**src/sv/epcc_pkg.sv**
```systemverilog
// Shared types, register indexes and helper functions for the edge period code classifier.
package epcc_pkg;

  localparam int unsigned StampW  = 24;
  localparam int unsigned CapW    = 16;
  localparam int unsigned OvfW    = 8;
  localparam int unsigned EdgeW   = 16;
  localparam int unsigned MatchW  = 8;
  localparam int unsigned WinW    = 48;
  localparam int unsigned RuleW   = 32;
  localparam int unsigned CfgIdxW = 8;
  localparam int unsigned CfgW    = 48;

  // Configuration register indexes
  typedef enum logic [CfgIdxW-1:0] {
    CFG_ALARM1_WIDTH_WINDOW = 8'd0,
    CFG_ALARM2_WIDTH_WINDOW = 8'd1,
    CFG_CODE_WIDTH_WINDOW   = 8'd2,
    CFG_ALARM1_COUNT_RULE   = 8'd3,
    CFG_ALARM2_COUNT_RULE   = 8'd4,
    CFG_CODE_COUNT_RULE     = 8'd5,
    CFG_END_GAP_TICKS       = 8'd6,
    CFG_IGNORE_EDGES        = 8'd7
  } cfg_idx_e;

  // Input command codes
  typedef enum logic {
    CMD_EDGE = 1'b0,
    CMD_TICK = 1'b1
  } cmd_e;

  typedef struct packed {
    logic [WinW-1:0]  alarm1_win;
    logic [WinW-1:0]  alarm2_win;
    logic [WinW-1:0]  code_win;
    logic [RuleW-1:0] alarm1_rule;
    logic [RuleW-1:0] alarm2_rule;
    logic [RuleW-1:0] code_rule;
    logic [OvfW-1:0]  end_gap;
    logic [OvfW-1:0]  ignore_edges;
  } cfg_t;

  typedef struct packed {
    logic [EdgeW-1:0] frame_edges;
    logic             code_hit;
    logic             alarm2_hit;
    logic             alarm1_hit;
  } result_t;

  typedef struct packed {
    logic             frame_active;
    logic [EdgeW-1:0] edge_total;
  } status_t;

  // Period inside [lo, hi], never when the stamp went backwards
  function automatic logic in_window(input logic [WinW-1:0] win,
                                     input logic [StampW-1:0] period,
                                     input logic negative);
    logic [StampW-1:0] lo;
    logic [StampW-1:0] hi;
    lo = win[StampW-1:0];
    hi = win[WinW-1:StampW];
    return !negative && (period >= lo) && (period <= hi);
  endfunction

  // Saturating 8-bit increment
  function automatic logic [MatchW-1:0] bump8(input logic [MatchW-1:0] v);
    return (v == {MatchW{1'b1}}) ? v : v + MatchW'(1);
  endfunction

  // Match count inside [min, max] and edge count below the limit
  function automatic logic rule_holds(input logic [RuleW-1:0] rule,
                                      input logic [MatchW-1:0] match_cnt,
                                      input logic [EdgeW-1:0] edges);
    logic [MatchW-1:0] mn;
    logic [MatchW-1:0] mx;
    logic [EdgeW-1:0]  lim;
    mn  = rule[7:0];
    mx  = rule[15:8];
    lim = rule[31:16];
    return (match_cnt <= mx) && (match_cnt >= mn) && (edges < lim);
  endfunction

endpackage

```
**src/sv/epcc_cfg_regs.sv**
```systemverilog
// Configuration register file of the edge period code classifier.
module epcc_cfg_regs (
  input  logic                         clk_i,
  input  logic                         rst_ni,
  input  logic                         wr_en_i,
  input  logic [epcc_pkg::CfgIdxW-1:0] wr_idx_i,
  input  logic [epcc_pkg::CfgW-1:0]    wr_data_i,
  output epcc_pkg::cfg_t               cfg_o
);

  epcc_pkg::cfg_t cfg_q, cfg_d;

  // Decode the write index; indexes beyond the list are dropped
  always_comb begin
    cfg_d = cfg_q;
    if (wr_en_i) begin
      case (epcc_pkg::cfg_idx_e'(wr_idx_i))
        epcc_pkg::CFG_ALARM1_WIDTH_WINDOW: cfg_d.alarm1_win   = wr_data_i;
        epcc_pkg::CFG_ALARM2_WIDTH_WINDOW: cfg_d.alarm2_win   = wr_data_i;
        epcc_pkg::CFG_CODE_WIDTH_WINDOW:   cfg_d.code_win     = wr_data_i;
        epcc_pkg::CFG_ALARM1_COUNT_RULE:   cfg_d.alarm1_rule  = wr_data_i[31:0];
        epcc_pkg::CFG_ALARM2_COUNT_RULE:   cfg_d.alarm2_rule  = wr_data_i[31:0];
        epcc_pkg::CFG_CODE_COUNT_RULE:     cfg_d.code_rule    = wr_data_i[31:0];
        epcc_pkg::CFG_END_GAP_TICKS:       cfg_d.end_gap      = wr_data_i[7:0];
        epcc_pkg::CFG_IGNORE_EDGES:        cfg_d.ignore_edges = wr_data_i[7:0];
        default: ;
      endcase
    end
  end

  always_ff @(posedge clk_i or negedge rst_ni) begin
    if (!rst_ni) begin
      cfg_q.alarm1_win   <= '0;
      cfg_q.alarm2_win   <= '0;
      cfg_q.code_win     <= '0;
      cfg_q.alarm1_rule  <= '0;
      cfg_q.alarm2_rule  <= '0;
      cfg_q.code_rule    <= '0;
      cfg_q.end_gap      <= 8'd2;
      cfg_q.ignore_edges <= 8'd2;
    end else begin
      cfg_q <= cfg_d;
    end
  end

  assign cfg_o = cfg_q;

endmodule

```
**src/sv/epcc_core.sv**
```systemverilog
// Frame state and period classification: one item processed per enabled cycle.
module epcc_core (
  input  logic                      clk_i,
  input  logic                      rst_ni,
  input  logic                      en_i,
  input  logic                      cmd_i,
  input  logic [epcc_pkg::CapW-1:0] cap_i,
  input  epcc_pkg::cfg_t            cfg_i,
  output logic                      res_valid_o,
  output epcc_pkg::result_t         res_o,
  output epcc_pkg::status_t         status_o
);

  logic                        active_q, active_d;
  logic [epcc_pkg::OvfW-1:0]   ovf_q, ovf_d;
  logic [epcc_pkg::StampW-1:0] last_q, last_d;
  logic [epcc_pkg::EdgeW-1:0]  edges_q, edges_d;
  logic [epcc_pkg::MatchW-1:0] m1_q, m1_d, m2_q, m2_d, mc_q, mc_d;

  logic [epcc_pkg::StampW-1:0] stamp, period;
  logic                        negative;
  logic [epcc_pkg::EdgeW-1:0]  edges_inc;
  logic                        classify;
  logic [epcc_pkg::OvfW-1:0]   ovf_inc, gap;
  logic                        close;

  // Edge datapath: stamp, period and start-up filter
  always_comb begin
    stamp     = {ovf_q, cap_i};
    negative  = stamp < last_q;
    period    = stamp - last_q;
    edges_inc = (edges_q == {epcc_pkg::EdgeW{1'b1}}) ? edges_q
                                                      : edges_q + epcc_pkg::EdgeW'(1);
    classify  = active_q &&
                ({1'b0, edges_inc} > ({9'd0, cfg_i.ignore_edges} + 17'd1));
  end

  // Tick datapath: gap since the last edge in overflow ticks
  always_comb begin
    ovf_inc = ovf_q + epcc_pkg::OvfW'(1);
    gap     = ovf_inc - last_q[epcc_pkg::StampW-1:epcc_pkg::CapW];
    close   = active_q && (gap >= cfg_i.end_gap);
  end

  // Next state
  always_comb begin
    active_d = active_q;
    ovf_d    = ovf_q;
    last_d   = last_q;
    edges_d  = edges_q;
    m1_d     = m1_q;
    m2_d     = m2_q;
    mc_d     = mc_q;
    if (en_i) begin
      case (epcc_pkg::cmd_e'(cmd_i))
        epcc_pkg::CMD_EDGE: begin
          edges_d = edges_inc;
          last_d  = stamp;
          if (classify) begin
            if (epcc_pkg::in_window(cfg_i.alarm1_win, period, negative)) m1_d = epcc_pkg::bump8(m1_q);
            if (epcc_pkg::in_window(cfg_i.alarm2_win, period, negative)) m2_d = epcc_pkg::bump8(m2_q);
            if (epcc_pkg::in_window(cfg_i.code_win, period, negative))   mc_d = epcc_pkg::bump8(mc_q);
          end
          if (!active_q) begin
            active_d = 1'b1;
            ovf_d    = '0;
            m1_d     = '0;
            m2_d     = '0;
            mc_d     = '0;
          end
        end
        epcc_pkg::CMD_TICK: begin
          if (active_q) begin
            ovf_d = ovf_inc;
            if (close) begin
              active_d = 1'b0;
              ovf_d    = '0;
              last_d   = '0;
              edges_d  = '0;
              m1_d     = '0;
              m2_d     = '0;
              mc_d     = '0;
            end
          end
        end
        default: ;
      endcase
    end
  end

  always_ff @(posedge clk_i or negedge rst_ni) begin
    if (!rst_ni) begin
      active_q <= 1'b0;
      ovf_q    <= '0;
      last_q   <= '0;
      edges_q  <= '0;
      m1_q     <= '0;
      m2_q     <= '0;
      mc_q     <= '0;
    end else begin
      active_q <= active_d;
      ovf_q    <= ovf_d;
      last_q   <= last_d;
      edges_q  <= edges_d;
      m1_q     <= m1_d;
      m2_q     <= m2_d;
      mc_q     <= mc_d;
    end
  end

  // Result of a closing tick, judged on the frame's counts before clearing
  always_comb begin
    res_valid_o       = en_i && (epcc_pkg::cmd_e'(cmd_i) == epcc_pkg::CMD_TICK) && close;
    res_o.alarm1_hit  = epcc_pkg::rule_holds(cfg_i.alarm1_rule, m1_q, edges_q);
    res_o.alarm2_hit  = epcc_pkg::rule_holds(cfg_i.alarm2_rule, m2_q, edges_q);
    res_o.code_hit    = epcc_pkg::rule_holds(cfg_i.code_rule, mc_q, edges_q);
    res_o.frame_edges = edges_q;
  end

  assign status_o.frame_active = active_q;
  assign status_o.edge_total   = edges_q;

endmodule

```
**src/sv/edge_period_code_classifier_unit.sv**
```systemverilog
// Top level of the edge period code classifier: input register, core, result register.
// Edges and overflow ticks are taken one transfer per cycle while the input side does not stall.
// Each accepted item is held in an input register, processed by the core against the frame
// state, and a closing tick places its result in the output register; one item per cycle is
// sustained while the output is not stalled. While a result waits the input register still
// takes one item, then the input side stalls; processing pauses only when the output register
// is full and the sink is not ready. Configuration writes must only be made while the block is
// idle.
module edge_period_code_classifier_unit (
  input  logic                         clk_i,
  input  logic                         rst_ni,
  // Item input
  input  logic                         s_axis_tvalid,
  output logic                         s_axis_tready,
  input  logic [15:0]                  s_axis_tdata,  // [15:0] capture_time
  input  logic                         s_axis_tuser,  // [0] command
  // Result output
  output logic                         m_axis_tvalid,
  input  logic                         m_axis_tready,
  output logic [23:0]                  m_axis_tdata,  // [0] alarm1_hit, [1] alarm2_hit,
                                                      // [2] code_hit, [18:3] frame_edges
  // Configuration write channel
  input  logic                         cfg_valid_i,
  output logic                         cfg_ready_o,
  input  logic [epcc_pkg::CfgIdxW-1:0] cfg_index_i,
  input  logic [epcc_pkg::CfgW-1:0]    cfg_data_i
);

  epcc_pkg::cfg_t    cfg;
  epcc_pkg::result_t res, res_q;
  epcc_pkg::status_t status;
  logic              res_valid;

  logic                      in_valid_q, in_valid_d;
  logic                      in_cmd_q;
  logic [epcc_pkg::CapW-1:0] in_cap_q;
  logic                      out_valid_q, out_valid_d;
  logic                      out_stall, proc_en;

  // Configuration registers
  assign cfg_ready_o = 1'b1;

  epcc_cfg_regs u_cfg (
    .clk_i     (clk_i),
    .rst_ni    (rst_ni),
    .wr_en_i   (cfg_valid_i && cfg_ready_o),
    .wr_idx_i  (cfg_index_i),
    .wr_data_i (cfg_data_i),
    .cfg_o     (cfg)
  );

  // Flow control between input register and result register
  assign out_stall     = out_valid_q && !m_axis_tready;
  assign proc_en       = in_valid_q && !out_stall;
  assign s_axis_tready = !in_valid_q || !out_stall;

  // Input register
  assign in_valid_d = (s_axis_tvalid && s_axis_tready) || (in_valid_q && !proc_en);

  always_ff @(posedge clk_i or negedge rst_ni) begin
    if (!rst_ni) begin
      in_valid_q <= 1'b0;
    end else begin
      in_valid_q <= in_valid_d;
    end
  end

  always_ff @(posedge clk_i) begin
    if (s_axis_tvalid && s_axis_tready) begin
      in_cmd_q <= s_axis_tuser;
      in_cap_q <= s_axis_tdata;
    end
  end

  // Frame state and classification
  epcc_core u_core (
    .clk_i       (clk_i),
    .rst_ni      (rst_ni),
    .en_i        (proc_en),
    .cmd_i       (in_cmd_q),
    .cap_i       (in_cap_q),
    .cfg_i       (cfg),
    .res_valid_o (res_valid),
    .res_o       (res),
    .status_o    (status)
  );

  // Result register
  assign out_valid_d = proc_en ? res_valid : out_stall;

  always_ff @(posedge clk_i or negedge rst_ni) begin
    if (!rst_ni) begin
      out_valid_q <= 1'b0;
    end else begin
      out_valid_q <= out_valid_d;
    end
  end

  always_ff @(posedge clk_i) begin
    if (proc_en && res_valid) begin
      res_q <= res;
    end
  end

  assign m_axis_tvalid = out_valid_q;
  assign m_axis_tdata  = {5'd0, res_q};

  // A closed frame always holds at least its opening edge
  assert property (@(posedge clk_i) disable iff (!rst_ni)
    m_axis_tvalid |-> (m_axis_tdata[18:3] != 16'd0))
    else $error("result reports an empty frame");

  // Idle frame state carries no edge count
  assert property (@(posedge clk_i) disable iff (!rst_ni)
    !status.frame_active |-> (status.edge_total == '0))
    else $error("edge count left over outside a frame");

  // A held item with a blocked result register closes the input side
  assert property (@(posedge clk_i) disable iff (!rst_ni)
    (in_valid_q && out_stall) |-> !s_axis_tready)
    else $error("input accepted while the pipeline is full");

  // A result only appears after a tick was processed
  assert property (@(posedge clk_i) disable iff (!rst_ni)
    $rose(m_axis_tvalid) |-> $past(proc_en && in_cmd_q))
    else $error("result raised without a closing tick");

endmodule

```
**config.mk**
```make
export PLATFORM = sky130hd
export DESIGN_NAME = edge_period_code_classifier_unit
export DESIGN_NICKNAME = d
export VERILOG_FILES = /design/src/sv/epcc_pkg.sv /design/src/sv/epcc_cfg_regs.sv /design/src/sv/epcc_core.sv /design/src/sv/edge_period_code_classifier_unit.sv
export SDC_FILE = /design/constraint.sdc
export NUM_CORES = 1
export LEC_CHECK = 0
export ABC_AREA = 1
export BUFFER_PORTS_ARGS = -buffer_cell sky130_fd_sc_hd__clkbuf_2
export CAP_MARGIN = 20
export CELL_PAD_IN_SITES_DETAIL_PLACEMENT = 0
export CELL_PAD_IN_SITES_GLOBAL_PLACEMENT = 1
export CORE_UTILIZATION = 51
export DETAILED_ROUTE_END_ITERATION = 8
export HOLD_SLACK_MARGIN = 0.05
export PLACE_DENSITY_LB_ADDON = 0.1
export SKIP_CTS_REPAIR_TIMING = 1
export SLEW_MARGIN = 0
export SYNTH_ARGS = -nofsm -noshare
export SYNTH_HDL_FRONTEND = slang
export SYNTH_SLANG_ARGS = --single-unit
```
**constraint.sdc**
```tcl
create_clock -name clk_i -period 11.9 [get_ports clk_i]
set_input_delay 0.595 -clock clk_i [delete_from_list [all_inputs] [get_ports clk_i]]
set_output_delay 0.595 -clock clk_i [all_outputs]
set_load 0.02 [all_outputs]
```
==> flow_metrics.tcl <==
set metrics [dict create \
    synth.avg_cell_area_um2 8.119 \
    fp.dieH_um 212.9 \
    syn_inst 2795 \
    ant_nets 0 \
    cellLeakagePower_uw 0.01231 \
    rrSetupSlack_ns 7.05 \
    wire_per_inst_um 17.06 \
    intPower_uw 3325 \
    synthSimpleGateAreaFrac_pct 18.64 \
    timing.rr.start "u_core.last_q[0]$_DFFE_PN0P_" \
    synth_top_family_by_area "simple AND/OR/NAND/NOR gates" \
    fin_nets 3254 \
    coreArea_um2 43460 \
    synth_compound_area_share_pct 12.53 \
    crit_family "simple AND/OR/NAND/NOR gates" \
    first_iter_violations 1230 \
    slowest_stage "xor2_1" \
    critPathLaunchType "flop" \
    overflow 0 \
    netlist_top_cells_area "dfrtp_1, ha_1, nand2_1" \
    clkTransAtPathRegs_ns 0.06 \
    cp.depth 27 \
    placed_area_um2 23720 \
    max_cap_viol_count 0 \
    relSlewSlack_pct 34.01 \
    pwr-share-seq_pct 25.5 \
    vias 18420 \
    cp_max_fo 9 \
    antenna_found_initial 8 \
    area_growth_pct 11.09 \
    hpwl_um 42760 \
    placed_cells 3418 \
    fmax_mhz 206.4 \
    drc 0 \
    crit_path_frequent_cell "nand2_1" \
    critPathMaxStageDelay_ns 0.67 \
    finalSetupTns_ns 0 \
    rsz0062_at_grt "false" \
    hold_viol 0 \
    worst_pin_slew_ns 0.9898 \
    grt_pass1_wl_um 96100 \
    io_pins 105 \
    synth_top_cell_by_area "dfrtp_1" \
    seq_area_frac_synth_pct 41.27 \
    p_per_area_nw_per_um2 236.3 \
    peakVddDrop_uv 159.1 \
    place.gp.congestion 0.9031 \
    crit_type "flop to flop" \
    switchingPower_uw 2634 \
    synth_xor_area_share_pct 2.084 \
    clkPwrFrac_pct 22.2 \
    synth_fa_ha_area_share_pct 16.28 \
    synth_warnings 0 \
    whs_ns 0.08632 \
    netlist_area_um2 22690 \
    cts_buffer_depth 3 \
    finalCritPeriodShare_pct 40.71 \
    port_buffers 98 \
    viasPerCell 5.265 \
    fin_area_um2 25210 \
    die_area_um2 45340 \
    fin_worst_skew_ns 0.01402 \
    h-tree-depth 2 \
    clk-insertion-delay-late_ns 0.57 \
    cp.required_ns 12.36 \
    critPathCaptureType "flop" \
    fill_cells 4057 \
    drive_gt1_share_pct 7.692 \
    grt_max_degree 149 \
    maxSlewViolCount 0 \
    synth_seq_cells 367 \
    fin_crit_ns 4.845 \
    die_w_um 212.9 \
    finalNonFillerCells 3499 \
    synth_top_area_share_pct 36.28 \
    cp_num_buf_inv 1 \
    dr.pass1.iters 5 \
    cts_tree "built" \
    numCtsBuffers 43 \
    root_buffer "clkbuf_16" \
    rr_endpoint "u_core.m2_q[6]$_DFFE_PN0P_" \
    ys_types 49 \
    mostFrequentLayoutCells "nand2_1, inv_1, o21ai_0, dfrtp_1, ha_1" \
    hold_class "input pin to async pin" \
    wirelength_um 59680 \
    start_util_pct 52.22 \
    switching_share_pct 44.20 \
    outcome "complete, no violations" \
    r2r_cells 27 \
    arrival_ns 5.30 \
    grt_pass1_vias 18030 \
    layout_commonest_cell "nand2_1" \
    pwr-share-comb_pct 52.4 \
    rows 76 \
    cp-startpoint "u_core.last_q[0]$_DFFE_PN0P_" \
    cts_sinks 367 \
    setup_viol 0 \
    grt_usage_pct 27.52 \
    synth.mux.area_fraction_pct 0 \
]
[area by class of cell]
| cell class | count | area, um^2 | share of cell area (%) |
|---|---|---|---|
| multi-input combinational | 1892 | 11280 | 44.74 |
| sequential | 367 | 9366 | 37.15 |
| inverter | 464 | 1743 | 6.913 |
| clock buffer | 67 | 1296 | 5.142 |
| tap | 585 | 732.0 | 2.903 |
| timing repair buffer | 114 | 693.2 | 2.750 |
| clock inverter | 8 | 96.34 | 0.3822 |
| antenna | 2 | 5.005 | 0.01985 |
[flip-flops by register name, indices dropped and copies added (netlist names), 8 cells and up]
signal and cells:
u_cfg.cfg_o 256, u_core.last_q 24, m_axis_tdata 19, in_cap_q 16, u_core.edges_q 16, u_core.m1_q 8, u_core.m2_q 8, u_core.mc_q 8
u_core.ovf_q 8
[power by group through the flow]
stage	logic, uW	clock network [uW]	registers [uW]
6_report	3120	1320	1520
5_1_grt	3630	1390	1540
4_1_cts	3140	1350	1520
3_5_place_dp	3120	0	1540
3_3_place_gp	3040	0	1540
2_1_floorplan	2200	0	1520
[stage by stage]
stage                     setup WS (ns)  utilization (%)  power, uW
after floorplan                   7.324                -       3727
final                             7.055            58.01       5958
after detailed placement          7.001            54.59       4664
after CTS                         6.988            57.79       6012
after global placement            7.089            54.59       4577
after global routing              6.538            58.00       6551
[how the worst max path moves through the flow]
stage / to
final: u_core.m2_q[6]$_DFFE_PN0P_
after global routing: u_core.m2_q[4]$_DFFE_PN0P_
after CTS: u_core.m2_q[7]$_DFFE_PN0P_
after detailed placement: u_core.m2_q[7]$_DFFE_PN0P_
after global placement: u_core.m2_q[1]$_DFFE_PN0P_
after floorplan: m_axis_tdata[0]$_DFFE_PP_
[synthesized netlist by cell type (all sizes together)]
cell type / number
nand2: 693
inv: 463
o21ai: 335
dfrtp: 329
ha: 292
a21oi: 145
nor2: 126
nand3: 98
clkbuf: 58
xor2: 40
nand4: 38
edfxtp: 36
nor3: 20
buf: 18
nor4: 14
xnor2: 14
a21o: 11
o31ai: 11
o211ai: 10
nand3b: 7
o21a: 7
a211oi: 4
a21boi: 4
nor3b: 3
o2111ai: 3
a31oi: 2
conb: 2
dfstp: 2
fa: 2
o21bai: 2
o41ai: 2
a2111oi: 1
and3: 1
clkinv: 1
or2: 1
[kinds of logic after synthesis]
kind of cell / Yosys count
AND/OR/NAND/NOR: 1001
buffers and inverters: 540
AO/OA/AOI/OAI: 537
flip-flops: 367
adder cells (fa/ha/maj): 294
XOR/XNOR: 54
other: 2
[worst reg2reg max path, delay by kind of cell (launching register included)]
family | cells | cell delay (ns)
buf+inv | 1 | 0.07
flops | 1 | 0.38
compound gates | 1 | 0.17
fa+ha+maj | 3 | 0.87
simple gates | 21 | 2.60
xor+xnor | 1 | 0.67
[layer usage]
layer | part of all wire (%) | up-vias | global-route usage [%]
met5 | 0 | - | 0
met4 | 4.4 | 0 | 12.43
met3 | 5.5 | 129 | 3.854
met2 | 45 | 432 | 44.13
met1 | 45 | 8592 | 36.95
li1 | - | 9269 | -
No activity file was read; power rests on OpenSTA's default activity.
